File: config.mk
export PLATFORM = sky130hd
export DESIGN_NAME = mp2d_back
export DESIGN_NICKNAME = d
export VERILOG_FILES = /design/src/sv/mp2d_pkg.sv /design/src/sv/mp2d_back.sv
export SDC_FILE = /design/constraint.sdc
export NUM_CORES = 1
export LEC_CHECK = 0
export ABC_AREA = 0
export ABC_CLOCK_PERIOD_IN_PS = 7930
export BUFFER_PORTS_ARGS = -buffer_cell sky130_fd_sc_hd__buf_2
export CAP_MARGIN = 25
export CORE_MARGIN = 2
export CORE_UTILIZATION = 40
export CTS_CLUSTER_DIAMETER = 30
export CTS_CLUSTER_SIZE = 28
export DETAILED_ROUTE_END_ITERATION = 10
export GPL_TIMING_DRIVEN = 0
export MAX_ROUTING_LAYER = met4
export PLACE_DENSITY_LB_ADDON = 0.1
export SLEW_MARGIN = 0
export SYNTH_ARGS = -nofsm -noshare
export SYNTH_HDL_FRONTEND = slang
export SYNTH_SLANG_ARGS = --single-unit
File: constraint.sdc
create_clock -name clock -period 7.93 [get_ports clock]
set_input_delay 0.793 -clock clock [delete_from_list [all_inputs] [get_ports clock]]
set_output_delay 0.793 -clock clock [all_outputs]
set_load 0.05 [all_outputs]
File: src/sv/mp2d_pkg.sv
// mp2d_pkg: shared types, constants and window arithmetic for the max pool block.
// Used by every module of max_pool_2d_stream; depends on nothing.

package mp2d_pkg;

   // Internal axis arithmetic width: covers planes up to 4096 plus padding and stride.
   localparam int AXIS_W    = 14;
   localparam int KERN_W    = 5;
   localparam int STEP_W    = 4;
   localparam int PAD_W     = 3;
   localparam int SEQ_W     = 6;
   localparam int OUT_IDX_W = 11;
   localparam int CSR_IDX_W = 4;
   localparam int CSR_DATA_W = 11;

   localparam int DEF_MAX_COLS    = 1024;
   localparam int DEF_MAX_ROWS    = 1024;
   localparam int DEF_MAX_KERNEL  = 8;
   localparam int DEF_SAMPLE_BITS = 16;

   typedef enum logic [CSR_IDX_W-1:0] {
      CFG_IN_ROWS     = 4'd0,
      CFG_IN_COLS     = 4'd1,
      CFG_KERNEL_ROWS = 4'd2,
      CFG_KERNEL_COLS = 4'd3,
      CFG_STEP_ROWS   = 4'd4,
      CFG_STEP_COLS   = 4'd5,
      CFG_PAD_ROWS    = 4'd6,
      CFG_PAD_COLS    = 4'd7
   } cfg_index_type;

   typedef enum logic [2:0] {
      BK_IDLE,
      BK_SETUP,
      BK_READ,
      BK_DRAIN,
      BK_FINISH
   } back_state_type;

   // Effective (clamped) settings of one axis.
   typedef struct packed {
      logic [AXIS_W-1:0] n;
      logic [KERN_W-1:0] k;
      logic [STEP_W-1:0] s;
      logic [PAD_W-1:0]  p;
   } axis_type;

   // One request's run of windows, handed from front to back.
   typedef struct packed {
      logic [AXIS_W-1:0] ro;
      logic [AXIS_W-1:0] rbeg;
      logic              row_all;
      logic [AXIS_W-1:0] co;
      logic [AXIS_W-1:0] cbeg;
      logic              col_all;
      logic [SEQ_W-1:0]  seq;
      logic [SEQ_W-1:0]  base;
   } task_type;

   // Unclamped last index of the window starting at padded position beg.
   function automatic logic [AXIS_W-1:0] win_end(axis_type a, logic [AXIS_W-1:0] beg);
      win_end = beg + AXIS_W'(a.k) - AXIS_W'(1) - AXIS_W'(a.p);
   endfunction

   // Window fits inside the padded axis.
   function automatic logic win_ok(axis_type a, logic [AXIS_W-1:0] beg);
      logic [AXIS_W:0] lhs;
      logic [AXIS_W:0] span;
      lhs  = {1'b0, beg} + (AXIS_W+1)'(a.k);
      span = {1'b0, a.n} + (AXIS_W+1)'({a.p, 1'b0});
      win_ok = lhs <= span;
   endfunction

   function automatic logic [AXIS_W-1:0] win_first(axis_type a, logic [AXIS_W-1:0] beg);
      win_first = (beg >= AXIS_W'(a.p)) ? beg - AXIS_W'(a.p) : '0;
   endfunction

   function automatic logic [AXIS_W-1:0] win_last(axis_type a, logic [AXIS_W-1:0] beg);
      logic [AXIS_W-1:0] e;
      e = win_end(a, beg);
      win_last = (e > a.n - AXIS_W'(1)) ? a.n - AXIS_W'(1) : e;
   endfunction

endpackage

File: src/sv/mp2d_back.sv
// mp2d_back: walks each queued run of windows, reads every window element from the
// line store one per cycle, keeps the running maximum and registers the results.
// Depends on mp2d_pkg.

module mp2d_back import mp2d_pkg::*; #(
   parameter int SAMPLE_BITS = DEF_SAMPLE_BITS,
   parameter int SLOT_BITS   = 4,
   parameter int COL_BITS    = 10
) (
   input  logic                   clock,
   input  logic                   reset,
   input  axis_type               axis_r,
   input  axis_type               axis_c,
   input  logic                   q_valid,
   input  task_type               q_head,
   output logic                   q_pop,
   output logic                   busy,
   output logic [SEQ_W-1:0]       busy_seq,
   output logic [SLOT_BITS-1:0]   rd_slot,
   output logic [COL_BITS-1:0]    rd_col,
   input  logic [SAMPLE_BITS-1:0] rd_data,
   output logic                   out_valid,
   input  logic                   out_ready,
   output logic [SAMPLE_BITS-1:0] out_max,
   output logic [OUT_IDX_W-1:0]   out_row,
   output logic [OUT_IDX_W-1:0]   out_col,
   output logic                   out_last,
   output logic                   out_done
);
   back_state_type state_ff, state_in;
   task_type       task_ff, task_in;
   logic [AXIS_W-1:0] ro_ff, ro_in, rbeg_ff, rbeg_in, co_ff, co_in, cbeg_ff, cbeg_in;
   logic [AXIS_W-1:0] y_ff, y_in, x_ff, x_in, r1_ff, r1_in, c0_ff, c0_in, c1_ff, c1_in;
   logic              first_ff, first_in;
   logic              rd_valid_ff, rd_first_ff;
   logic [SAMPLE_BITS-1:0] acc_ff;
   logic              ovalid_ff, ovalid_in;
   logic [SAMPLE_BITS-1:0] omax_ff;
   logic [OUT_IDX_W-1:0]   orow_ff, ocol_ff;
   logic              olast_ff, odone_ff, load_out;
   logic [AXIS_W-1:0] rnext, cnext;
   logic              col_more, row_more, row_end, col_end, slot_free;

   assign busy      = state_ff != BK_IDLE;
   assign busy_seq  = task_ff.seq;
   assign rd_slot   = SLOT_BITS'(task_ff.base + y_ff[SEQ_W-1:0]);
   assign rd_col    = x_ff[COL_BITS-1:0];
   assign out_valid = ovalid_ff;
   assign out_max   = omax_ff;
   assign out_row   = orow_ff;
   assign out_col   = ocol_ff;
   assign out_last  = olast_ff;
   assign out_done  = odone_ff;

   always_comb begin
      rnext     = rbeg_ff + AXIS_W'(axis_r.s);
      cnext     = cbeg_ff + AXIS_W'(axis_c.s);
      row_end   = !win_ok(axis_r, rnext);
      col_end   = !win_ok(axis_c, cnext);
      col_more  = task_ff.col_all && !col_end;
      row_more  = task_ff.row_all && !row_end;
      slot_free = !ovalid_ff || out_ready;

      state_in = state_ff;  task_in = task_ff;
      ro_in = ro_ff;  rbeg_in = rbeg_ff;  co_in = co_ff;  cbeg_in = cbeg_ff;
      y_in = y_ff;  x_in = x_ff;  r1_in = r1_ff;  c0_in = c0_ff;  c1_in = c1_ff;
      first_in = first_ff;
      q_pop    = 1'b0;
      load_out = 1'b0;
      ovalid_in = ovalid_ff && !out_ready;

      unique case (state_ff)
         BK_IDLE: begin
            if (q_valid) begin
               q_pop    = 1'b1;
               task_in  = q_head;
               ro_in    = q_head.ro;
               rbeg_in  = q_head.rbeg;
               co_in    = q_head.co;
               cbeg_in  = q_head.cbeg;
               state_in = BK_SETUP;
            end
         end
         BK_SETUP: begin
            y_in     = win_first(axis_r, rbeg_ff);
            r1_in    = win_last(axis_r, rbeg_ff);
            c0_in    = win_first(axis_c, cbeg_ff);
            x_in     = win_first(axis_c, cbeg_ff);
            c1_in    = win_last(axis_c, cbeg_ff);
            first_in = 1'b1;
            state_in = BK_READ;
         end
         BK_READ: begin
            first_in = 1'b0;
            if (x_ff == c1_ff) begin
               x_in = c0_ff;
               y_in = y_ff + AXIS_W'(1);
               if (y_ff == r1_ff) state_in = BK_DRAIN;
            end else begin
               x_in = x_ff + AXIS_W'(1);
            end
         end
         BK_DRAIN: begin
            state_in = BK_FINISH;
         end
         BK_FINISH: begin
            if (slot_free) begin
               load_out  = 1'b1;
               ovalid_in = 1'b1;
               if (col_more) begin
                  co_in    = co_ff + AXIS_W'(1);
                  cbeg_in  = cnext;
                  state_in = BK_SETUP;
               end else if (row_more) begin
                  ro_in    = ro_ff + AXIS_W'(1);
                  rbeg_in  = rnext;
                  co_in    = task_ff.co;
                  cbeg_in  = task_ff.cbeg;
                  state_in = BK_SETUP;
               end else begin
                  state_in = BK_IDLE;
               end
            end
         end
         default: state_in = BK_IDLE;
      endcase
   end

   always_ff @(posedge clock) begin
      if (reset) begin
         state_ff    <= BK_IDLE;
         ovalid_ff   <= 1'b0;
         rd_valid_ff <= 1'b0;
      end else begin
         state_ff    <= state_in;
         ovalid_ff   <= ovalid_in;
         rd_valid_ff <= state_ff == BK_READ;
      end
   end

   always_ff @(posedge clock) begin
      task_ff <= task_in;
      ro_ff <= ro_in;  rbeg_ff <= rbeg_in;  co_ff <= co_in;  cbeg_ff <= cbeg_in;
      y_ff <= y_in;  x_ff <= x_in;  r1_ff <= r1_in;  c0_ff <= c0_in;  c1_ff <= c1_in;
      first_ff    <= first_in;
      rd_first_ff <= first_ff;
      if (rd_valid_ff) begin
         if (rd_first_ff || ($signed(rd_data) > $signed(acc_ff))) acc_ff <= rd_data;
      end
      if (load_out) begin
         omax_ff  <= acc_ff;
         orow_ff  <= ro_ff[OUT_IDX_W-1:0];
         ocol_ff  <= co_ff[OUT_IDX_W-1:0];
         olast_ff <= !col_more && !row_more;
         odone_ff <= row_end && col_end;
      end
   end

endmodule

### Word level (Yosys, flattened, before mapping)

Index checks and enable logic that the tools add are counted.

| cells by class | value |
|---|---|
| reduce and logical (&&, ||, !) cells | 23 |
| add/sub/neg operators | 21 |
| eq/ne operators | 13 |
| mux-type cells | 42 |
| magnitude comparators | 7 |

Operators by type and width:

| kind | number |
|---|---|
| $mux 14 | 22 |
| $pmux 14 s2 | 6 |
| $add 14x1->14 const B | 4 |
| $sub 14x1->14 const B | 4 |
| $sub 14x3->14 | 4 |
| $add 14x4->15 | 2 |
| $add 14x5->15 | 2 |
| $le 15x15->1 | 2 |
| $add 14x4->14 | 2 |
| $add 14x5->14 | 2 |
| $eq 14x14->1 | 2 |
| $ge 14x3->1 | 2 |
| $gt 14x14->1 | 2 |
| $gt 16x16->1 | 1 |
| $pmux 3 s5 | 1 |
| $mux 3 | 4 |
| $ne 2x2->1 const B | 6 |
| $mux 1 | 8 |
| $reduce_and 4->1 | 2 |
| $eq 3x2->1 const B | 2 |
| $logic_not 1->1 | 6 |
| $reduce_and 2->1 | 3 |
| $logic_and 1x1->1 | 5 |
| $reduce_and 5->1 | 1 |
| other kinds (9) | 11 |

| storage, ports and cells | value |
|---|---|
| word-level logic and storage cells | 132 |
| input port bits | 142 |
| output and inout port bits | 63 |
| bits in registers | 229 |

### Logic depth before layout (Yosys ltp)

| logic depth | value |
|---|---|
| depth in word-level cells | 8 |
| gate-level depth with buffers | 22 |
| mapped depth without buffers | 20 |

### Least setup slack after synthesis

OpenSTA, ideal clock, no wires.

| timing path | value |
|---|---|
| kind | input to register |
| start point | input port axis_c[3] (netlist name) |
| end point | register rbeg_ff[0] (enable) |
| arrival | 5706 ps |
| buffers on the path | 2 |
| data required time | 7523 ps |
| setup time | 407 ps |
| setup slack | 1817 ps |
| stages | 22 |
| path through | ha_1 > inv_1 > fa_1 > nand2b_1 > nand2b_1 > a21oi_1 > xnor2_1 > ha_1 > nand2_1 > o21ai_0 > nand4_1 > nor3_1 > xnor2_1 > ha_1 > and3_1 > and3_1 > and3_1 > a41o_1 > buf_4 > buf_4 > o31a_1 > nor2_1 |

| between the ends | value |
|---|---|
| word-level cells in the longest chain between the ends | 6 |

RTL lines:

| element | RTL line | RTL |
|---|---|---|
| start, declared | mp2d_back.sv:13 | `input axis_type axis_c,` |
| $add 14x4->14 | mp2d_back.sv:57 | `cnext = cbeg_ff + AXIS_W'(axis_c.s);` |
| $add 14x5->15 | mp2d_pkg.sv:69 | `lhs = {1'b0, beg} + (AXIS_W+1)'(a.k);` |
| $le 15x15->1 | mp2d_pkg.sv:71 | `win_ok = lhs <= span;` |
| $logic_and 1x1->1 | mp2d_back.sv:60 | `col_more = task_ff.col_all && !col_end;` |
| $ne 2x2->1 (no source line) | - |  |
| $reduce_and 5->1 (no source line) | - |  |
| end signal, assigned | mp2d_back.sv:143 | `ro_ff <= ro_in; rbeg_ff <= rbeg_in; co_ff <= co_in; cbeg_ff <= cbeg_in;` |
| end, declared | mp2d_back.sv:32 | `logic [AXIS_W-1:0] ro_ff, ro_in, rbeg_ff, rbeg_in, co_ff, co_in, cbeg_ff, cbeg_in;` |

Every way passes these cells.
A chain may end at the register's enable or synchronous reset.

### Worst setup path after layout

| timing path | value |
|---|---|
| start point | register cbeg_ff[0] |
| end point | register rbeg_ff[3] (enable) |

| between the ends | value |
|---|---|
| word-level cells in the longest chain between the ends | 6 |

RTL lines:

| element | RTL line |
|---|---|
| start, declared | mp2d_back.sv:32 |
| start signal, assigned | mp2d_back.sv:143 |
| $add 14x4->14 | mp2d_back.sv:57 |
| $add 14x5->15 | mp2d_pkg.sv:69 |
| $le 15x15->1 | mp2d_pkg.sv:71 |
| $logic_and 1x1->1 | mp2d_back.sv:60 |
| $ne 2x2->1 (no source line) | - |
| $reduce_and 5->1 (no source line) | - |

Every way passes these cells.

==> impl_summary.md <==
Timing
Measured against its own limit, the worst slew margin works out to 36.40%. Setup repair after global routing left no endpoint under its margin. Across all setup checks in the final design, the least slack found is 1961 ps.

The total count of max-transition violations in the final report is 0. Setup violations remaining at the end of the flow were counted as 0. The worst path uses between 70% and 80% of the clock period. The final period demand of the worst path is 5969 ps. Adding up every negative setup slack in the final design gives 0 ps. The hold violation count in the final report came to 0. The transition time at the pin with the least slew margin is around 950 ps. For this run, the top clock speed supported by timing is 167.5 MHz. Between clock sinks in the finished design, the worst skew comes to 17.35 ps.

Clocking
The number of resized instances in the post-cts repair step is 0. The number of buffers inserted by hold repair at cts is 0. The clock network latency to the later pin of the worst-skew pair is between 500 and 600 ps. For this design, the sink count on the clock tree is between 200 and 250.

The longest clock path from root to sink contains 3 buffers. The post-CTS setup buffer count is 0. The number of H-tree levels is 2.

The CTS buffer count is 55. The clock root buffer master is clkbuf_16. The clock transition at the registers of the reported paths is 50 ps. TritonCTS built the clock tree.

Yosys
The synthesized area is 0.01626 sq mm. The register bit count reported by yosys is 220. The main flop type after synthesis is edfxtp_1. The Yosys step of the flow raised 0 warnings. In this run, synthesis inferred between 200 and 250 flip-flops with an integrated enable.

A synthesized cell averages ~10 sq um. The share of synthesized area occupied by flip-flops and latches is 40.26%. The gate count of the mapped netlist is roughly 1600. The cell taking the most area after synthesis is edfxtp_1.

The synthesized design devotes to its leading area cell type 39.52% of total area. In the post-synthesis netlist, the biggest area contributors are edfxtp_1 (40%), ha_1 (13%), xnor2_1 (6.8%). After synthesis, the share of flip-flops with an asynchronous set or reset is 0%. The net count of the mapped netlist is 1925. The number of unique standard cell types used by synthesis is a little over 70.

Power
Dividing total power by cell area gives a power density of 279.0 mW/mm^2. The leakage power is around 0.0084 uW. The worst-case vdd ir drop is 0.0002170 V.

GRT
The all-layer global routing usage is between 20% and 30%. The first global-routing pass estimated 66350 um of wire. The initial antenna violation count is 1. The total global routing overflow is 0. The via count of the first global-routing pass was 12105. Entering global routing, the biggest net connects 43 pins.

Die
The floorplan step defined a die boundary enclosing 0.04228 sq mm. The floorplan step defined a core boundary enclosing about 0.04 sq mm. The floorplan has 73 rows.

The width of the die is around 210 um. The die extent in y is ~200 um. For this configuration, the core starts out at a cell density of between 40% and 50%.

205 I/O pins were placed.

Worst setup path
The endpoint kind of the worst setup timing path is a flop. Traced cell by cell, the critical path runs through ha_1 -> inv_1 -> fa_1 -> nand2b_1 -> nand2b_1 -> a21oi_1 -> xnor2_1 -> ha_1 -> nand2_1 -> o21ai_0 -> nand4_1 -> nand2b_1 -> xnor2_1 -> ha_1 -> and4_1 -> and3_1 -> and3_1 -> a41o_1 -> buf_4 -> buf_4 -> o31a_1 -> nor2_2 -> buf_16. The largest single stage delay on the critical path is about 460 ps.

The dominant delay contributor by cell family on the critical path is simple AND/OR/NAND/NOR gates. STA puts the critical path data required time at 8200 ps. The critical path class is flop to flop.

The worst register-to-register path ends at rbeg_ff[3]$_DFFE_PP_. The number of buffers and inverters on the critical path is 4. The worst-path cell with the longest stage delay is nor2_2.

The cell depth of the worst flop-to-flop path is 23. The top fanout value on the critical path is 18. The internal reg-to-reg setup slack is 1960 ps. The start of the worst register-to-register path is cbeg_ff[0]$_DFFE_PP_. Data on the critical path arrives at its endpoint at 6240 ps.

The kind of start point of the critical path is a flop.

Layout
The final core utilization is 49.60%. Leaving out fill and tap cells, the most frequent cells in the layout are edfxtp_1 (214), buf_2 (196), ha_1 (175). The share of post-route cells with drive strength above 1 is 18.12%. The signed area change from the synthesized netlist to the final layout is 21.75%. The net count of the finished layout is 2176.

The library cell used most frequently in the layout, excluding fill and tap cells, is edfxtp_1.

Run
The tool flagged a number of max-cap violations equal to 0.

Routing
The average detailed-routed wire length per instance is roughly 18 um. Dividing the detail-routed via count by the number of cells gives 5.086. The post-detailed-routing wire length is 42750 um. Once detail routing completed, the nets flagged for antenna violations numbered 0. The DRC violations left is 0. The overall via count from detail_route is 12272. The count of TritonRoute iterations in the first routing pass is 5. For this block, the initial DRC count from the detailed router was 535.

Placed design
The post-placement setup slack is approximately 1500 ps. The count of buffers from port buffering is roughly 190. The weighted congestion at the end of routability-driven global placement is 0.8804.

The HPWL after detailed placement is between 30000 and 40000 um.

Hold path
In this run the worst hold path is classified as flop to flop. The endpoint with the worst hold slack is rd_first_ff$_DFF_P_. In this run the most critical hold path is launched from first_ff$_DFFE_PP_.

The cell depth of the worst min-delay path is 0.

Run status
The flow ran to the end, and the final reports show no timing, DRC or antenna violations.
-- worst register-to-register path: stages (launching register included) --
cell      delay, ps
edfxtp_1        350
ha_1            200
inv_1            70
fa_1            400
nand2b_1        220
nand2b_1        100
a21oi_1          80
xnor2_1         430
ha_1            240
nand2_1          50
o21ai_0         360
nand4_1         260
nand2b_1        240
xnor2_1         170
ha_1            320
and4_1          190
and3_1          200
and3_1          170
a41o_1          250
buf_4           200
buf_4           210
o31a_1          260
nor2_2          460
buf_16          240
-- cell type report --
| class | instances | area [sq um] |
|---|---|---|
| fillers | 3679 | 20120 |
| repair buffers | 194 | 1032 |
| well taps | 525 | 656.9 |
| diodes | 1 | 2.502 |
| plain buffers | 58 | 297.8 |
| flip-flops and latches | 220 | 6546 |
| clock buffers | 58 | 1388 |
| clock inverters | 44 | 432.9 |
| inverters | 160 | 600.6 |
| multi-input cells | 1153 | 8840 |
-- sequential cells by signal (all words and copies together) (netlist names), 3 cells and up --
register / cells
acc_ff: 16
busy_seq: 6
c0_ff: 14
c1_ff: 14
cbeg_ff: 14
co_ff: 11
out_col: 11
out_max: 16
out_row: 11
r1_ff: 14
rbeg_ff: 14
ro_ff: 11
state_ff: 3
task_ff: 31
x_ff: 14
y_ff: 14
-- synthesized netlist by cell type, types with 7 or more instances --
cell type and number:
nor2_1 86, and2_1 13, xor2_1 78, a211oi_1 21
mux2i_1 55, and4_1 7, o22ai_1 16, edfxtp_1 214
nor2b_1 22, clkbuf_1 31, o21a_1 8, nor4_1 12
nand2_1 118, nand4_1 36, nand3_1 40, o31ai_1 8
fa_1 17, nand2b_1 11, a21oi_1 64, ha_1 175
inv_1 159, o21ai_0 73, buf_4 19, nor3_1 31
buf_2 7, xnor2_1 126, and3_1 23, a21o_1 30
-- per-stage QoR --
step	hold WS [ps]	cell area [sq um]	total power, uW	cells
6_report	346.6	19800	5522	2413
5_1_grt	359.8	19800	5854	2413
4_1_cts	356.7	19790	5586	2412
3_5_place_dp	338.7	17970	3371	2310
3_3_place_gp	336.9	17860	3331	2305
2_1_floorplan	323.3	16260	2878	1591
-- report_power, final --
group	internal [uW]	total (uW)	leakage [uW]	switching (uW)
Sequential	1500	1620	0.00204	118
Clock	1440	2170	0.000881	732
Combinational	691	1730	0.00546	1040
-- how the worst max path moves through the flow --
stage                               startpoint                   end  slack, ps  depth (start not counted)
after floorplan                      axis_c[3]  rbeg_ff[0]$_DFFE_PP_       1820                         22
after global placement               axis_c[3]  rbeg_ff[0]$_DFFE_PP_        470                         23
after detailed placement             axis_c[3]  rbeg_ff[0]$_DFFE_PP_       1470                         24
after CTS                 cbeg_ff[0]$_DFFE_PP_  rbeg_ff[0]$_DFFE_PP_       1950                         23
after global routing      cbeg_ff[0]$_DFFE_PP_  rbeg_ff[3]$_DFFE_PP_       1490                         23
final                     cbeg_ff[0]$_DFFE_PP_  rbeg_ff[3]$_DFFE_PP_       1960                         23
-- metal layers --
metal	vias up	track usage (%)	share of wire [%]
met3	55	3.421	3.6
li1	6182	-	-
met5	-	-	0
met2	222	32.15	46
met1	5813	28.41	48
met4	0	6.629	2.3
-- cell families after synthesis --
group           Yosys count  share of synthesized area (%)
xor+xnor                204                          10.99
buf+inv                 218                          5.525
compound gates          268                          10.57
simple gates            429                          13.37
mux                      60                          3.732
flops                   220                          40.26
fa+ha+maj               192                          15.56
(Power assumes the default switching activity.)
