==> src/sv/mp2d_pkg.sv <==
// mp2d_pkg: shared types, constants and window arithmetic for the max pool block.
// Used by every module of max_pool_2d_stream; depends on nothing.

package mp2d_pkg;

   // Internal axis arithmetic width: covers planes up to 4096 plus padding and stride.
   localparam int AXIS_W    = 14;
   localparam int KERN_W    = 5;
   localparam int STEP_W    = 4;
   localparam int PAD_W     = 3;
   localparam int SEQ_W     = 6;
   localparam int OUT_IDX_W = 11;
   localparam int CSR_IDX_W = 4;
   localparam int CSR_DATA_W = 11;

   localparam int DEF_MAX_COLS    = 1024;
   localparam int DEF_MAX_ROWS    = 1024;
   localparam int DEF_MAX_KERNEL  = 8;
   localparam int DEF_SAMPLE_BITS = 16;

   typedef enum logic [CSR_IDX_W-1:0] {
      CFG_IN_ROWS     = 4'd0,
      CFG_IN_COLS     = 4'd1,
      CFG_KERNEL_ROWS = 4'd2,
      CFG_KERNEL_COLS = 4'd3,
      CFG_STEP_ROWS   = 4'd4,
      CFG_STEP_COLS   = 4'd5,
      CFG_PAD_ROWS    = 4'd6,
      CFG_PAD_COLS    = 4'd7
   } cfg_index_type;

   typedef enum logic [2:0] {
      BK_IDLE,
      BK_SETUP,
      BK_READ,
      BK_DRAIN,
      BK_FINISH
   } back_state_type;

   // Effective (clamped) settings of one axis.
   typedef struct packed {
      logic [AXIS_W-1:0] n;
      logic [KERN_W-1:0] k;
      logic [STEP_W-1:0] s;
      logic [PAD_W-1:0]  p;
   } axis_type;

   // One request's run of windows, handed from front to back.
   typedef struct packed {
      logic [AXIS_W-1:0] ro;
      logic [AXIS_W-1:0] rbeg;
      logic              row_all;
      logic [AXIS_W-1:0] co;
      logic [AXIS_W-1:0] cbeg;
      logic              col_all;
      logic [SEQ_W-1:0]  seq;
      logic [SEQ_W-1:0]  base;
   } task_type;

   // Unclamped last index of the window starting at padded position beg.
   function automatic logic [AXIS_W-1:0] win_end(axis_type a, logic [AXIS_W-1:0] beg);
      win_end = beg + AXIS_W'(a.k) - AXIS_W'(1) - AXIS_W'(a.p);
   endfunction

   // Window fits inside the padded axis.
   function automatic logic win_ok(axis_type a, logic [AXIS_W-1:0] beg);
      logic [AXIS_W:0] lhs;
      logic [AXIS_W:0] span;
      lhs  = {1'b0, beg} + (AXIS_W+1)'(a.k);
      span = {1'b0, a.n} + (AXIS_W+1)'({a.p, 1'b0});
      win_ok = lhs <= span;
   endfunction

   function automatic logic [AXIS_W-1:0] win_first(axis_type a, logic [AXIS_W-1:0] beg);
      win_first = (beg >= AXIS_W'(a.p)) ? beg - AXIS_W'(a.p) : '0;
   endfunction

   function automatic logic [AXIS_W-1:0] win_last(axis_type a, logic [AXIS_W-1:0] beg);
      logic [AXIS_W-1:0] e;
      e = win_end(a, beg);
      win_last = (e > a.n - AXIS_W'(1)) ? a.n - AXIS_W'(1) : e;
   endfunction

endpackage

==> src/sv/mp2d_task_fifo.sv <==
// mp2d_task_fifo: short queue of window runs between the front and back parts.
// Depends on mp2d_pkg (task_type).

module mp2d_task_fifo import mp2d_pkg::*; #(
   parameter int DEPTH = 4
) (
   input  logic     clock,
   input  logic     reset,
   input  logic     push,
   input  task_type push_data,
   output logic     full,
   input  logic     pop,
   output logic     not_empty,
   output task_type head
);
   localparam int PTR_W = $clog2(DEPTH);

   task_type            slot_ff [DEPTH];
   logic [PTR_W-1:0]    wptr_ff, wptr_in, rptr_ff, rptr_in;
   logic [PTR_W:0]      count_ff, count_in;

   assign full      = count_ff == (PTR_W+1)'(DEPTH);
   assign not_empty = count_ff != '0;
   assign head      = slot_ff[rptr_ff];

   always_comb begin
      wptr_in  = wptr_ff;
      rptr_in  = rptr_ff;
      count_in = count_ff;
      if (push) begin
         wptr_in = (wptr_ff == PTR_W'(DEPTH-1)) ? '0 : wptr_ff + PTR_W'(1);
      end
      if (pop) begin
         rptr_in = (rptr_ff == PTR_W'(DEPTH-1)) ? '0 : rptr_ff + PTR_W'(1);
      end
      if (push && !pop) count_in = count_ff + (PTR_W+1)'(1);
      else if (pop && !push) count_in = count_ff - (PTR_W+1)'(1);
   end

   always_ff @(posedge clock) begin
      if (reset) begin
         wptr_ff  <= '0;
         rptr_ff  <= '0;
         count_ff <= '0;
      end else begin
         wptr_ff  <= wptr_in;
         rptr_ff  <= rptr_in;
         count_ff <= count_in;
      end
   end

   always_ff @(posedge clock) begin
      if (push) slot_ff[wptr_ff] <= push_data;
   end

endmodule

==> config.mk <==
export PLATFORM = sky130hd
export DESIGN_NAME = mp2d_task_fifo
export DESIGN_NICKNAME = d
export VERILOG_FILES = /design/src/sv/mp2d_pkg.sv /design/src/sv/mp2d_task_fifo.sv
export SDC_FILE = /design/constraint.sdc
export NUM_CORES = 1
export LEC_CHECK = 0
export BUFFER_PORTS_ARGS = -buffer_cell sky130_fd_sc_hd__buf_2
export CORE_MARGIN = 3
export CORE_UTILIZATION = 51
export CTS_BUF_LIST = sky130_fd_sc_hd__clkbuf_16
export DETAILED_ROUTE_END_ITERATION = 10
export GPL_ROUTABILITY_DRIVEN = 0
export MAX_ROUTING_LAYER = met4
export PLACE_DENSITY = 0.75
export SYNTH_ARGS = -nofsm -noshare
export SYNTH_HDL_FRONTEND = slang
export SYNTH_SLANG_ARGS = --single-unit
==> constraint.sdc <==
create_clock -name clock -period 2.9 [get_ports clock]
set_clock_uncertainty 0.05 [all_clocks]
set_input_delay 0.29 -clock clock [delete_from_list [all_inputs] [get_ports clock]]
set_output_delay 0.29 -clock clock [all_outputs]
set_load 0.01 [all_outputs]
# == Yosys cells after proc, flatten, opt, wreduce, memory -nomap -nowiden ==
# Memory sizes are Yosys's and may differ from the RTL's. A register that Yosys moved wholly into a read port is not among the register bits.
# Index checks and enable logic that the tools add are counted.
# op_classes
addsub,4
n_eq_ne,3
n_mux,8
n_reduce_logical,6
# ops
op,count
$mux W2,4
$mux W3,2
$add A2 B1 Y2 const B,2
$eq A2 B2 Y1 const B,2
$add A3 B1 Y3 const B,1
$eq A3 B3 Y1 const B,1
$reduce_bool A3 Y1,1
$sub A3 B1 Y3 const B,1
$logic_and A1 B1 Y1,2
$logic_not A1 Y1,2
$mux W1,2
$reduce_bool A2 Y1,1
# word_totals
reg_bits,7
ramBits,280
in_bits,74
output_inout_bits,72
wordCells,25
mem_count,1
# memory_table
memory,words,width,rd,rd_clocked_by_memory_dff,wr,line_no,source
slot_ff,4,70,1,1,1,mp2d_task_fifo.sv:18,task_type slot_ff [DEPTH];

# == Longest topological paths before layout ==
# Gate-level depths: netlist of run 1.
# depth
ltp_word,4
mapped_depth,7

# == Least setup slack after synthesis of run 1 ==
# Ideal clock, no wire load.
# synth_path
path_kind,register to register
from,register wptr_ff[0]
to,memory slot_ff[3][0] (netlist name) (enable)
arrival_ns,2.188
t_required_ns,2.415
slack_ns,0.227
path_stages_with_launch,3
cell_sequence,dfxtp_1 -> ha_1 -> and2_1
# synth_lines
element,line_no,source
start: declaration,mp2d_task_fifo.sv:19,"logic [PTR_W-1:0] wptr_ff, wptr_in, rptr_ff, rptr_in;"
start signal: assignment,mp2d_task_fifo.sv:46,wptr_ff <= wptr_in;
end: declaration,mp2d_task_fifo.sv:18,
# No word-level cell before the write port.

==> results.md, run 1 <==
- Run status: finished clean
- Post-detailed-route wirelength per cell: 21.1 um
- Register-to-register setup slack: 1.11 ns
- Synthesized netlist net count: 491
- DRT antenna net count: 0
- # IOs: 146
- Delay of the slowest critical-path stage: 0.62 ns
- TritonCTS clock tree: done
- Area inside the core boundary: 20,400 um2
- Total of endpoints with negative setup slack in the final report: 0
- Crit Path Category: reg -> out
- Antenna violations before repair: 0
- Initial Utilization: 52.1%
- Cells resized by post-CTS repair: 0
- Clock tree sinks: 289
- Post-Synthesis Cell Area: 10,600 um2
- Number of cells after detailed placement: 816
- Detailed-route via count: 5,013
- Layout area overhead: 24.3%
- Post-synthesis cell type count: 18
- Clock latency on the worst-skew pair: 0.53 ns
- P_leak: 4.54 nW
- Critical path buffers and inverters: 2
- Util after Layout: 64.8%
- Hold Crit Start: pop
- Critical Path Fanout Max: 27
- Synth warnings: 0
- Chip height: 150 um
- Launching point of the worst reg2reg path: wptr_ff[0]
- Hold Crit Class: in -> reg
- Kind of end point of the critical path: primary output
- Number of buffers inserted by port buffering: 145
- Count of standard-cell rows: 52
- First-pass GRT wire length: 30.4 mm
- Antenna diode count: 0
- Count of final hold-check violations: 0
- Number of fill cells: 1,325
- Post-synthesis cell count: 410
- Pin slew with the least headroom to its limit: 0.537 ns
- Clk pin slew, worst setup/hold paths: 0.06 ns
- Die width: 150 um
- Max-slew headroom: 64.2%
- Die ar.: 22,600 um2
- Pins over their slew limit: 0
- Yosys reg bits: 289
- Register area: 8600 um2
- Cell at the slowest stage of the critical path: dfxtp_4
- Final Critical Period: 2.52 ns
- Critical path data required time: 2.56 ns
- End of the worst register-to-register path: slot_ff[0][8]
- Post-Synthesis Mean Instance Area: 25.9 um2
- Master cell of the clock root buffer: clkbuf_16
- Max-cap violations: 0
- Fraction of final layout cells with drive strength greater than 1: 39.3%
- Largest voltage drop on the vdd net: 0.479 mV
- Post-route DRC: 0
- Sequential element share of the synthesized area: 80.9%
- Hold Path Stages: 3
- Detailed Route Iter0 Violations: 275
- First-pass DRT Iterations: 4
- Pin count of the biggest net entering global routing: 46
- Vias/cell: 5.34
- Period utilisation layout: 87.0%
- Dominant delay contributor by cell family on the critical path: flip-flops
- Vias in the first global route: 5,443
- WP data arrival: 2.18 ns
- Critical Path Start Type: register
- Cell-by-cell listing of the critical path: buf_12, mux4_2, buf_2
- Total clock buffers created by CTS: 29
- Depth of the worst register-to-register path: 4
- P per Cell Area: 677 nW/um2
- Multi-input gate area: 1830 um2
- Number of buffers inserted by post-CTS setup repair: 0
- Number of H-tree branching levels: 1
- Overall global routing resource usage: 18.2%
- Grt total ovfl: 0
- Total number of nets in the final design: 729
- Sum of negative setup slack: 0 ns
- Routed Wire Length: 19.8 mm
- Achievable Freq: 396 MHz
- Number of buffers between clock root and the deepest sink: 3
- Placed wire-length estimate: 11.4 mm
- RSZ-0062 raised after global routing: no
- Post-route non-filler standard cell count: 939
- Hold Path End: rptr_ff[1]
worst reg2reg max path: cells and delay by family (launching register included):
family                     cells  cell delay [ns]
buffers and inverters          2             0.46
DFF                            1             0.35
adders and majority gates      1             0.15
and+or+nand+nor                1             0.43
per-layer routing:
| metal | vias to the layer above | track usage (%) | part of all wire, % |
|---|---|---|---|
| li1 | 2225 | - | - |
| met1 | 2621 | 24.0 | 41 |
| met2 | 133 | 29.4 | 52 |
| met3 | 34 | 3.25 | 5.2 |
| met4 | 0 | 5.49 | 2.1 |
| met5 | - | - | 0 |
cell type report:
cell class	instances	share of cell area (%)
timing repair buffer	223	11.9
clock buffer	29	5.50
tap	270	2.56
sequential	289	65.2
multi-input combinational	101	13.9
inverter	4	0.114
clock inverter	23	0.825
state kept, by name, indices dropped and copies added, names as in the netlist, named ones only:
signal,flops
rptr_ff,2
count_ff,3
slot_ff,280
wptr_ff,2
cell usage in the layout (no fill, tap or decap), types with 2 or more instances in the layout:
| master | count |
|---|---|
| mux2i_1 | 4 |
| edfxtp_1 | 280 |
| buf_2 | 145 |
| buf_12 | 7 |
| clkbuf_16 | 29 |
| or3_1 | 2 |
| clkinv_1 | 9 |
| dfxtp_4 | 2 |
| dlygate4sd3_1 | 71 |
| a21oi_1 | 2 |
| clkinv_2 | 4 |
| nor3b_1 | 2 |
| ha_1 | 6 |
| inv_1 | 12 |
| mux4_2 | 70 |
| and2_4 | 4 |
| dfxtp_1 | 7 |
| nor2_1 | 7 |
| xor2_1 | 2 |
metrics by stage:
| stage | power [mW] | area [um2] | hold WS, ns | setup slack [ns] |
|---|---|---|---|---|
| 2_1_floorplan | 5.39 | 10600 | 0.309 | 0.227 |
| 3_3_place_gp | 5.68 | 11600 | 0.425 | 0.891 |
| 3_5_place_dp | 5.72 | 11600 | 0.456 | 0.872 |
| 4_1_cts | 9.04 | 13200 | 0.0471 | 0.299 |
| 5_1_grt | 9.28 | 13200 | 0.0821 | 0.223 |
| 6_report | 8.93 | 13200 | 0.0626 | 0.376 |
synthesized netlist by cell type:
master,count,area share (%)
ha_1,6,0.71
nor3b_1,2,0.14
a21oi_1,2,0.094
and2_1,4,0.24
nor2_1,7,0.25
inv_1,4,0.14
mux4_2,70,15
buf_1,1,0.035
mux2i_1,4,0.38
o21ai_0,1,0.047
edfxtp_1,280,79
buf_12,7,1.3
buf_6,1,0.11
fa_1,1,0.19
or3_1,2,0.12
buf_2,7,0.33
xor2_1,2,0.17
dfxtp_1,9,1.7
repair_timing:
| action | in CTS | in global routing |
|---|---|---|
| setup endpoints to repair | 0 | 0 |
| hold endpoints to repair | 289 | 0 |
| hold buffers | 71 | 0 |
logic make-up (layout without fill, tap and decap cells):
| logic type | after synthesis | after routing | share of synthesized area [%] |
|---|---|---|---|
| flops | 289 | 289 | 80.9 |
| mux | 74 | 74 | 15.2 |
| buf+inv | 20 | 279 | 1.93 |
| simple gates | 15 | 15 | 0.742 |
| fa+ha+maj | 7 | 7 | 0.896 |
| compound gates | 3 | 3 | 0.141 |
| xor+xnor | 2 | 2 | 0.165 |
worst max path at each step:
stage          slack (ns)  cells past startpoint       endpoint  startpoint
6_report             0.38                      3       head[45]    register
5_1_grt              0.22                      3       head[45]    register
4_1_cts              0.30                      3       head[45]    register
3_5_place_dp         0.87                      3       head[45]    register
3_3_place_gp         0.89                      3       head[45]    register
2_1_floorplan        0.23                      2  slot_ff[3][0]  wptr_ff[0]
power by group:
part,switching (mW),internal (mW)
Sequential,0.0778,4.78
Clock,1.43,1.80
Combinational,0.414,0.421
Power figures use the tool's default switching activity.
==> run 2, diff against run 1 <==
--- a/config.mk
+++ b/config.mk
@@ -7,12 +7,12 @@
 export LEC_CHECK = 0
 export BUFFER_PORTS_ARGS = -buffer_cell sky130_fd_sc_hd__buf_2
 export CORE_MARGIN = 3
-export CORE_UTILIZATION = 51
+export CORE_UTILIZATION = 45
 export CTS_BUF_LIST = sky130_fd_sc_hd__clkbuf_16
 export DETAILED_ROUTE_END_ITERATION = 10
 export GPL_ROUTABILITY_DRIVEN = 0
 export MAX_ROUTING_LAYER = met4
-export PLACE_DENSITY = 0.75
+export PLACE_DENSITY = 0.67
 export SYNTH_ARGS = -nofsm -noshare
 export SYNTH_HDL_FRONTEND = slang
 export SYNTH_SLANG_ARGS = --single-unit
==> run 2 against run 1 <==
Critical path type unchanged. Sequential cell count stayed put. Critical path depth unchanged. Clock-buffer cell count unchanged. Largest cell class unchanged. Highest routed layer unchanged. Global-route usage fell by 1.7 points. Hold slack improved by 0.024 ns. Via count rose by 1.8%.
==> results.md, run 2 (synthesis results as in run 1) <==
- Detailed-route via count: 5,105 (was 5,013)
- Share of power burned in combinational logic: 9.1% (was 9.4%)
- Part of the power in registers: 52.6% (was 54.4%)
- Number of cells after detailed placement: 862 (was 816)
- Top Registers: slot_ff (280), count_ff (3) (unchanged)
- WP data arrival: 2.26 ns (was 2.18 ns)
- Flip-flop count of the largest register after layout: 280 (unchanged)
- First-pass GRT wire length: 32.1 mm (was 30.4 mm)
- Pin slew with the least headroom to its limit: 0.651 ns (was 0.537 ns)
- Internal Power: 7.28 mW (was 7.01 mW)
- Placed Instance Area: 11,700 um2 (was 11,600 um2)
- Critical Path Start Type: register (unchanged)
- First-pass DRT Iterations: 4 (unchanged)
- Post-detailed-route wirelength per cell: 20.1 um (was 21.1 um)
- Count of final hold-check violations: 0 (unchanged)
- Total number of nets in the final design: 733 (was 729)
- Area inside the core boundary: 22,900 um2 (was 20,400 um2)
- Max-slew headroom: 56.6% (was 64.2%)
- Number of buffers between clock root and the deepest sink: 3 (unchanged)
- Chip height: 160 um (was 150 um)
- Die width: 160 um (was 150 um)
- Placed wire-length estimate: 11.5 mm (was 11.4 mm)
- Sum of negative setup slack: 0 ns (unchanged)
- Pin count of the biggest net entering global routing: 40 (was 46)
- Detailed Route Iter0 Violations: 408 (was 275)
- Grt total ovfl: 0 (unchanged)
- Switching power: 1.95 mW (was 1.93 mW)
- TritonCTS clock tree: done (unchanged)
- Antenna diode count: 0 (unchanged)
- Final design instance area without fill: 13,400 um2 (was 13,200 um2)
- Routed Wire Length: 19.8 mm (about the same)
- Layout area overhead: 25.8% (was 24.3%)
- Count of standard-cell rows: 55 (was 52)
- DRT antenna net count: 0 (unchanged)
- P_leak: 4.58 nW (was 4.54 nW)
- P per Cell Area: 691 nW/um2 (was 677 nW/um2)
- Kind of end point of the critical path: primary output (unchanged)
- RSZ-0062 raised after global routing: no (unchanged)
- Vias/cell: 5.18 (was 5.34)
- Initial Utilization: 46.3% (was 52.1%)
- Post-route non-filler standard cell count: 986 (was 939)
- Clock latency on the worst-skew pair: 0.53 ns (about the same)
- Hold Crit Class: in -> reg (unchanged)
- Final Critical Period: 2.60 ns (was 2.52 ns)
- Total of endpoints with negative setup slack in the final report: 0 (unchanged)
- Most used cells in the layout excluding fill and tap cells: 280 x edfxtp_1, 145 x buf_2, 72 x dlygate4sd3_1, 70 x mux4_2, 29 x clkbuf_16 (was 280 x edfxtp_1, 145 x buf_2, 71 x dlygate4sd3_1, 70 x mux4_2, 29 x clkbuf_16)
- Achievable Freq: 385 MHz (was 396 MHz)
- Die ar.: 25,500 um2 (was 22,600 um2)
- # IOs: 146 (unchanged)
- Antenna violations before repair: 0 (unchanged)
- Share of total power in the clock network: 38.3% (was 36.2%)
- Pins over their slew limit: 0 (unchanged)
- Net switching fraction of the power: 21.1% (was 21.6%)
- Run status: finished clean (unchanged)
- Critical Path Fanout Max: 33 (was 27)
- Max-cap violations: 0 (unchanged)
- Most common library cell in the layout ignoring fill and taps: edfxtp_1 (unchanged)
- Fraction of final layout cells with drive strength greater than 1: 40.7% (was 39.3%)
- Launching point of the worst reg2reg path: wptr_ff[0] (unchanged)
- Vias in the first global route: 5,637 (was 5,443)
- Hold Crit Start: push (was pop)
- Post-route DRC: 0 (unchanged)
- Number of buffers inserted by port buffering: 145 (unchanged)
- Total clock buffers created by CTS: 29 (unchanged)
- Number of fill cells: 1,670 (was 1,325)
- Largest voltage drop on the vdd net: 0.669 mV (was 0.479 mV)
- Crit Path Category: reg -> out (unchanged)
- Master cell of the clock root buffer: clkbuf_16 (unchanged)
- Most flop-heavy register: slot_ff (unchanged)
- Critical path data required time: 2.56 ns (about the same)
- Number of H-tree branching levels: 1 (unchanged)
- Overall global routing resource usage: 16.4% (was 18.2%)
- Clock tree sinks: 289 (unchanged)
- Clk pin slew, worst setup/hold paths: 0.06 ns (about the same)
- Period utilisation layout: 89.6% (was 87.0%)
[run 2: cell count changes in the layout (fill, tap and decap cells not counted), sizes merged]
cell and change:
clkinvlp +2, buf +3, inv -7, dlygate4sd3 +1, clkinv +2, bufinv +3
[run 2: critical path, stage by stage (launching register included)]
cell and delay, ns:
dfxtp_4 0.63, buf_12 0.34, mux4_2 0.57, buf_2 0.16
[run 2: final timing paths]
kind               endpoint  slack (ns)  cells after the start
min              wptr_ff[1]        0.09                      3
max reg2reg  slot_ff[1][22]        1.00                      3
min reg2reg     count_ff[2]        0.45                      2
max                head[16]        0.30                      3
[run 2: final cells by class]
cell class	count	area, um2	share of cell area (%)
multi-input combinational	101	1830	13.7
sequential	289	8600	64.3
clock inverter	23	188	1.41
inverter	4	15.0	0.112
timing repair buffer	227	1610	12.0
tap	313	392	2.93
clock buffer	29	726	5.43
[run 2: layer usage]
metal / vias up / part of all wire [%] / global-route usage [%]
li1: 2246 / - / -
met1: 2661 / 42 / 21.4
met2: 169 / 51 / 26.8
met3: 29 / 5.2 / 3.38
met4: 0 / 2.2 / 4.30
met5: - / 0 / -
[run 2: what timing repair did]
action,in CTS,in global routing
hold buffers,72,0
buffers inserted,0,0
resized for setup,0,0
hold endpoints to repair,289,0
[run 2: stage by stage]
| step | power, mW | util (%) | setup slack [ns] | hold slack [ns] |
|---|---|---|---|---|
| 2_1_floorplan | 5.39 | - | 0.227 | 0.309 |
| 3_3_place_gp | 5.70 | 51.2 | 0.810 | 0.426 |
| 3_5_place_dp | 5.73 | 51.2 | 0.800 | 0.450 |
| 4_1_cts | 9.35 | 58.3 | 0.216 | 0.0662 |
| 5_1_grt | 9.61 | 58.3 | 0.130 | 0.0988 |
| 6_report | 9.23 | 58.3 | 0.301 | 0.0870 |
[run 2: power by group through the flow]
stage / Clock (mW) / Combinational [mW] / Sequential [mW]
after floorplan: 0 / 0.481 / 4.91
after global placement: 0 / 0.767 / 4.93
after detailed placement: 0 / 0.781 / 4.95
after CTS: 3.63 / 0.863 / 4.86
after global routing: 3.82 / 0.917 / 4.87
final: 3.54 / 0.844 / 4.86
==> run 3, diff against run 2 <==
--- a/config.mk
+++ b/config.mk
@@ -6,13 +6,13 @@
 export NUM_CORES = 1
 export LEC_CHECK = 0
 export BUFFER_PORTS_ARGS = -buffer_cell sky130_fd_sc_hd__buf_2
-export CORE_MARGIN = 3
 export CORE_UTILIZATION = 45
 export CTS_BUF_LIST = sky130_fd_sc_hd__clkbuf_16
 export DETAILED_ROUTE_END_ITERATION = 10
 export GPL_ROUTABILITY_DRIVEN = 0
 export MAX_ROUTING_LAYER = met4
 export PLACE_DENSITY = 0.67
+export SKIP_CTS_REPAIR_TIMING = 1
 export SYNTH_ARGS = -nofsm -noshare
 export SYNTH_HDL_FRONTEND = slang
 export SYNTH_SLANG_ARGS = --single-unit
==> run 3 against run 2 <==
Maximum frequency decreased by 1.3%. Clock power increased by 2%. Design area about the same. Hold slack got worse by 0.012 ns. Register-to-register slack improved by 0.03 ns. Sequential share of layout area about the same. Via count decreased by 1.3%. Utilization about the same. Critical path depth unchanged. Critical path type unchanged.
==> results.md, run 3 (synthesis results as in run 1) <==
- Most used cells in the layout excluding fill and tap cells: 280 x edfxtp_1, 145 x buf_2, 71 x dlygate4sd3_1, 70 x mux4_2, 29 x clkbuf_16 (was 280 x edfxtp_1, 145 x buf_2, 72 x dlygate4sd3_1, 70 x mux4_2, 29 x clkbuf_16)
- Kind of end point of the critical path: primary output (unchanged)
- Most flop-heavy register: slot_ff (unchanged)
- Detailed-route via count: 5,039 (was 5,105)
- Post-detailed-route wirelength per cell: 20.4 um (was 20.1 um)
- Final Critical Period: 2.63 ns (was 2.60 ns)
- Hold Path End: wptr_ff[0] (was wptr_ff[1])
- Total of endpoints with negative setup slack in the final report: 0 (unchanged)
- Total number of nets in the final design: 731 (was 733)
- Max-cap violations: 0 (unchanged)
- Fraction of final layout cells with drive strength greater than 1: 40.1% (was 40.7%)
- Initial Utilization: 46.3% (unchanged)
- Number of fill cells: 1,667 (was 1,670)
- Vias in the first global route: 5,198 (was 5,637)
- Max-slew headroom: 59.1% (was 56.6%)
- Hold Crit Start: push (unchanged)
- Run status: finished clean (unchanged)
- Overall global routing resource usage: 16.8% (was 16.4%)
- Layout area overhead: 25.7% (was 25.8%)
- P per Cell Area: 697 nW/um2 (was 691 nW/um2)
- Die width: 156 um (was 160 um)
- Pin count of the biggest net entering global routing: 41 (was 40)
- Register area: 8600 um2 (unchanged)
- Master cell of the clock root buffer: clkbuf_16 (unchanged)
- # IOs: 146 (unchanged)
- Clk pin slew, worst setup/hold paths: 0.06 ns (about the same)
- End of the worst register-to-register path: slot_ff[3][17] (was slot_ff[1][22])
- Antenna violations before repair: 1 (was 0)
- Vias/cell: 5.12 (was 5.18)
- Launching point of the worst reg2reg path: wptr_ff[0] (unchanged)
- Post-route DRC: 0 (unchanged)
- DRT antenna net count: 0 (unchanged)
- Register-to-register setup slack: 1.03 ns (was 1.00 ns)
- P_leak: 4.59 nW (was 4.58 nW)
- Clock tree sinks: 289 (unchanged)
- RSZ-0062 raised after global routing: no (unchanged)
- Flip-flop count of the largest register after layout: 280 (unchanged)
- First-pass GRT wire length: 29.3 mm (was 32.1 mm)
- Pins over their slew limit: 0 (unchanged)
- Pin slew with the least headroom to its limit: 0.613 ns (was 0.651 ns)
- Critical Path Fanout Max: 25 (was 33)
- First-pass DRT Iterations: 6 (was 4)
- Placed wire-length estimate: 11.5 mm (about the same)
- Count of standard-cell rows: 55 (unchanged)
- Top Registers: slot_ff (280), count_ff (3) (unchanged)
- Critical path data required time: 2.56 ns (about the same)
- Number of buffers between clock root and the deepest sink: 3 (unchanged)
- Crit Path Category: reg -> out (unchanged)
- Hold Path Stages: 3 (unchanged)
- Detailed Route Iter0 Violations: 380 (was 408)
- Number of cells after detailed placement: 861 (was 862)
- Post-Place Worst Slack: 0.756 ns (was 0.800 ns)
- Routed Wire Length: 20.1 mm (was 19.8 mm)
- Multi-input gate area: 1830 um2 (unchanged)
- Die ar.: 24,200 um2 (was 25,500 um2)
- TritonCTS clock tree: done (unchanged)
- Clock latency on the worst-skew pair: 0.54 ns (was 0.53 ns)
- Area inside the core boundary: 22,900 um2 (unchanged)
- Number of buffers inserted by port buffering: 145 (unchanged)
- Hold Crit Class: in -> reg (unchanged)
- Count of final hold-check violations: 0 (unchanged)
- Period utilisation layout: 90.8% (was 89.6%)
- Chip height: 156 um (was 160 um)
- Achievable Freq: 380 MHz (was 385 MHz)
- Post-layout worst setup margin: 0.267 ns (was 0.301 ns)
- Number of H-tree branching levels: 1 (unchanged)
- Largest voltage drop on the vdd net: 0.503 mV (was 0.669 mV)
- Total clock buffers created by CTS: 29 (unchanged)
- Critical Path Start Type: register (unchanged)
- Post-route non-filler standard cell count: 985 (was 986)
- Most common library cell in the layout ignoring fill and taps: edfxtp_1 (unchanged)
- Depth of the worst register-to-register path: 3 (unchanged)
- Sum of negative setup slack: 0 ns (unchanged)
- Grt total ovfl: 0 (unchanged)
- WP data arrival: 2.29 ns (was 2.26 ns)
## run 3: per-layer routing
metal / global-route usage, % / part of all wire [%]
met5: - / 0
met4: 3.78 / 1.5
met3: 4.03 / 5.4
met2: 27.8 / 52
met1: 21.1 / 41
## run 3: worst max-delay path by stage
stage                     from            end  slack (ns)  cells after the start
finish                register        head[3]        0.27                      3
global route          register        head[3]        0.10                      3
CTS                   register        head[0]        0.17                      3
detailed placement    register        head[4]        0.76                      3
global placement      register        head[4]        0.78                      3
floorplan           wptr_ff[0]  slot_ff[3][0]        0.23                      2
## run 3: critical path, cell delays in order, from the launching register on
cell     delay, ns
dfxtp_4       0.69
buf_4         0.36
mux4_2        0.54
buf_2         0.16
## run 3: report_power, final
part | internal [mW] | total (mW) | leakage [nW] | switching [mW]
registers | 4.78 | 4.86 | 2.65 | 0.0807
logic | 0.422 | 0.838 | 1.46 | 0.416
clock network | 2.16 | 3.60 | 0.485 | 1.45
total | 7.36 | 9.30 | 4.59 | 1.94
## run 3: cell type report
type | count | area share, %
antenna | 1 | 0.0187
timing repair buffer | 225 | 11.8
clock inverter | 23 | 1.54
sequential | 289 | 64.4
inverter | 4 | 0.112
tap | 313 | 2.93
clock buffer | 29 | 5.44
multi-input combinational | 101 | 13.7
## run 3: per-stage QoR
step           hold slack, ns  utilization [%]  total power, mW  cell area [um2]
3_5_place_dp            0.455             51.1             5.73            11700
5_1_grt                0.0555             58.2             9.62            13300
2_1_floorplan           0.309                -             5.39            10600
3_3_place_gp            0.424             51.1             5.69            11700
6_report               0.0754             58.2             9.30            13300
4_1_cts                -0.117             55.1             9.33            12600
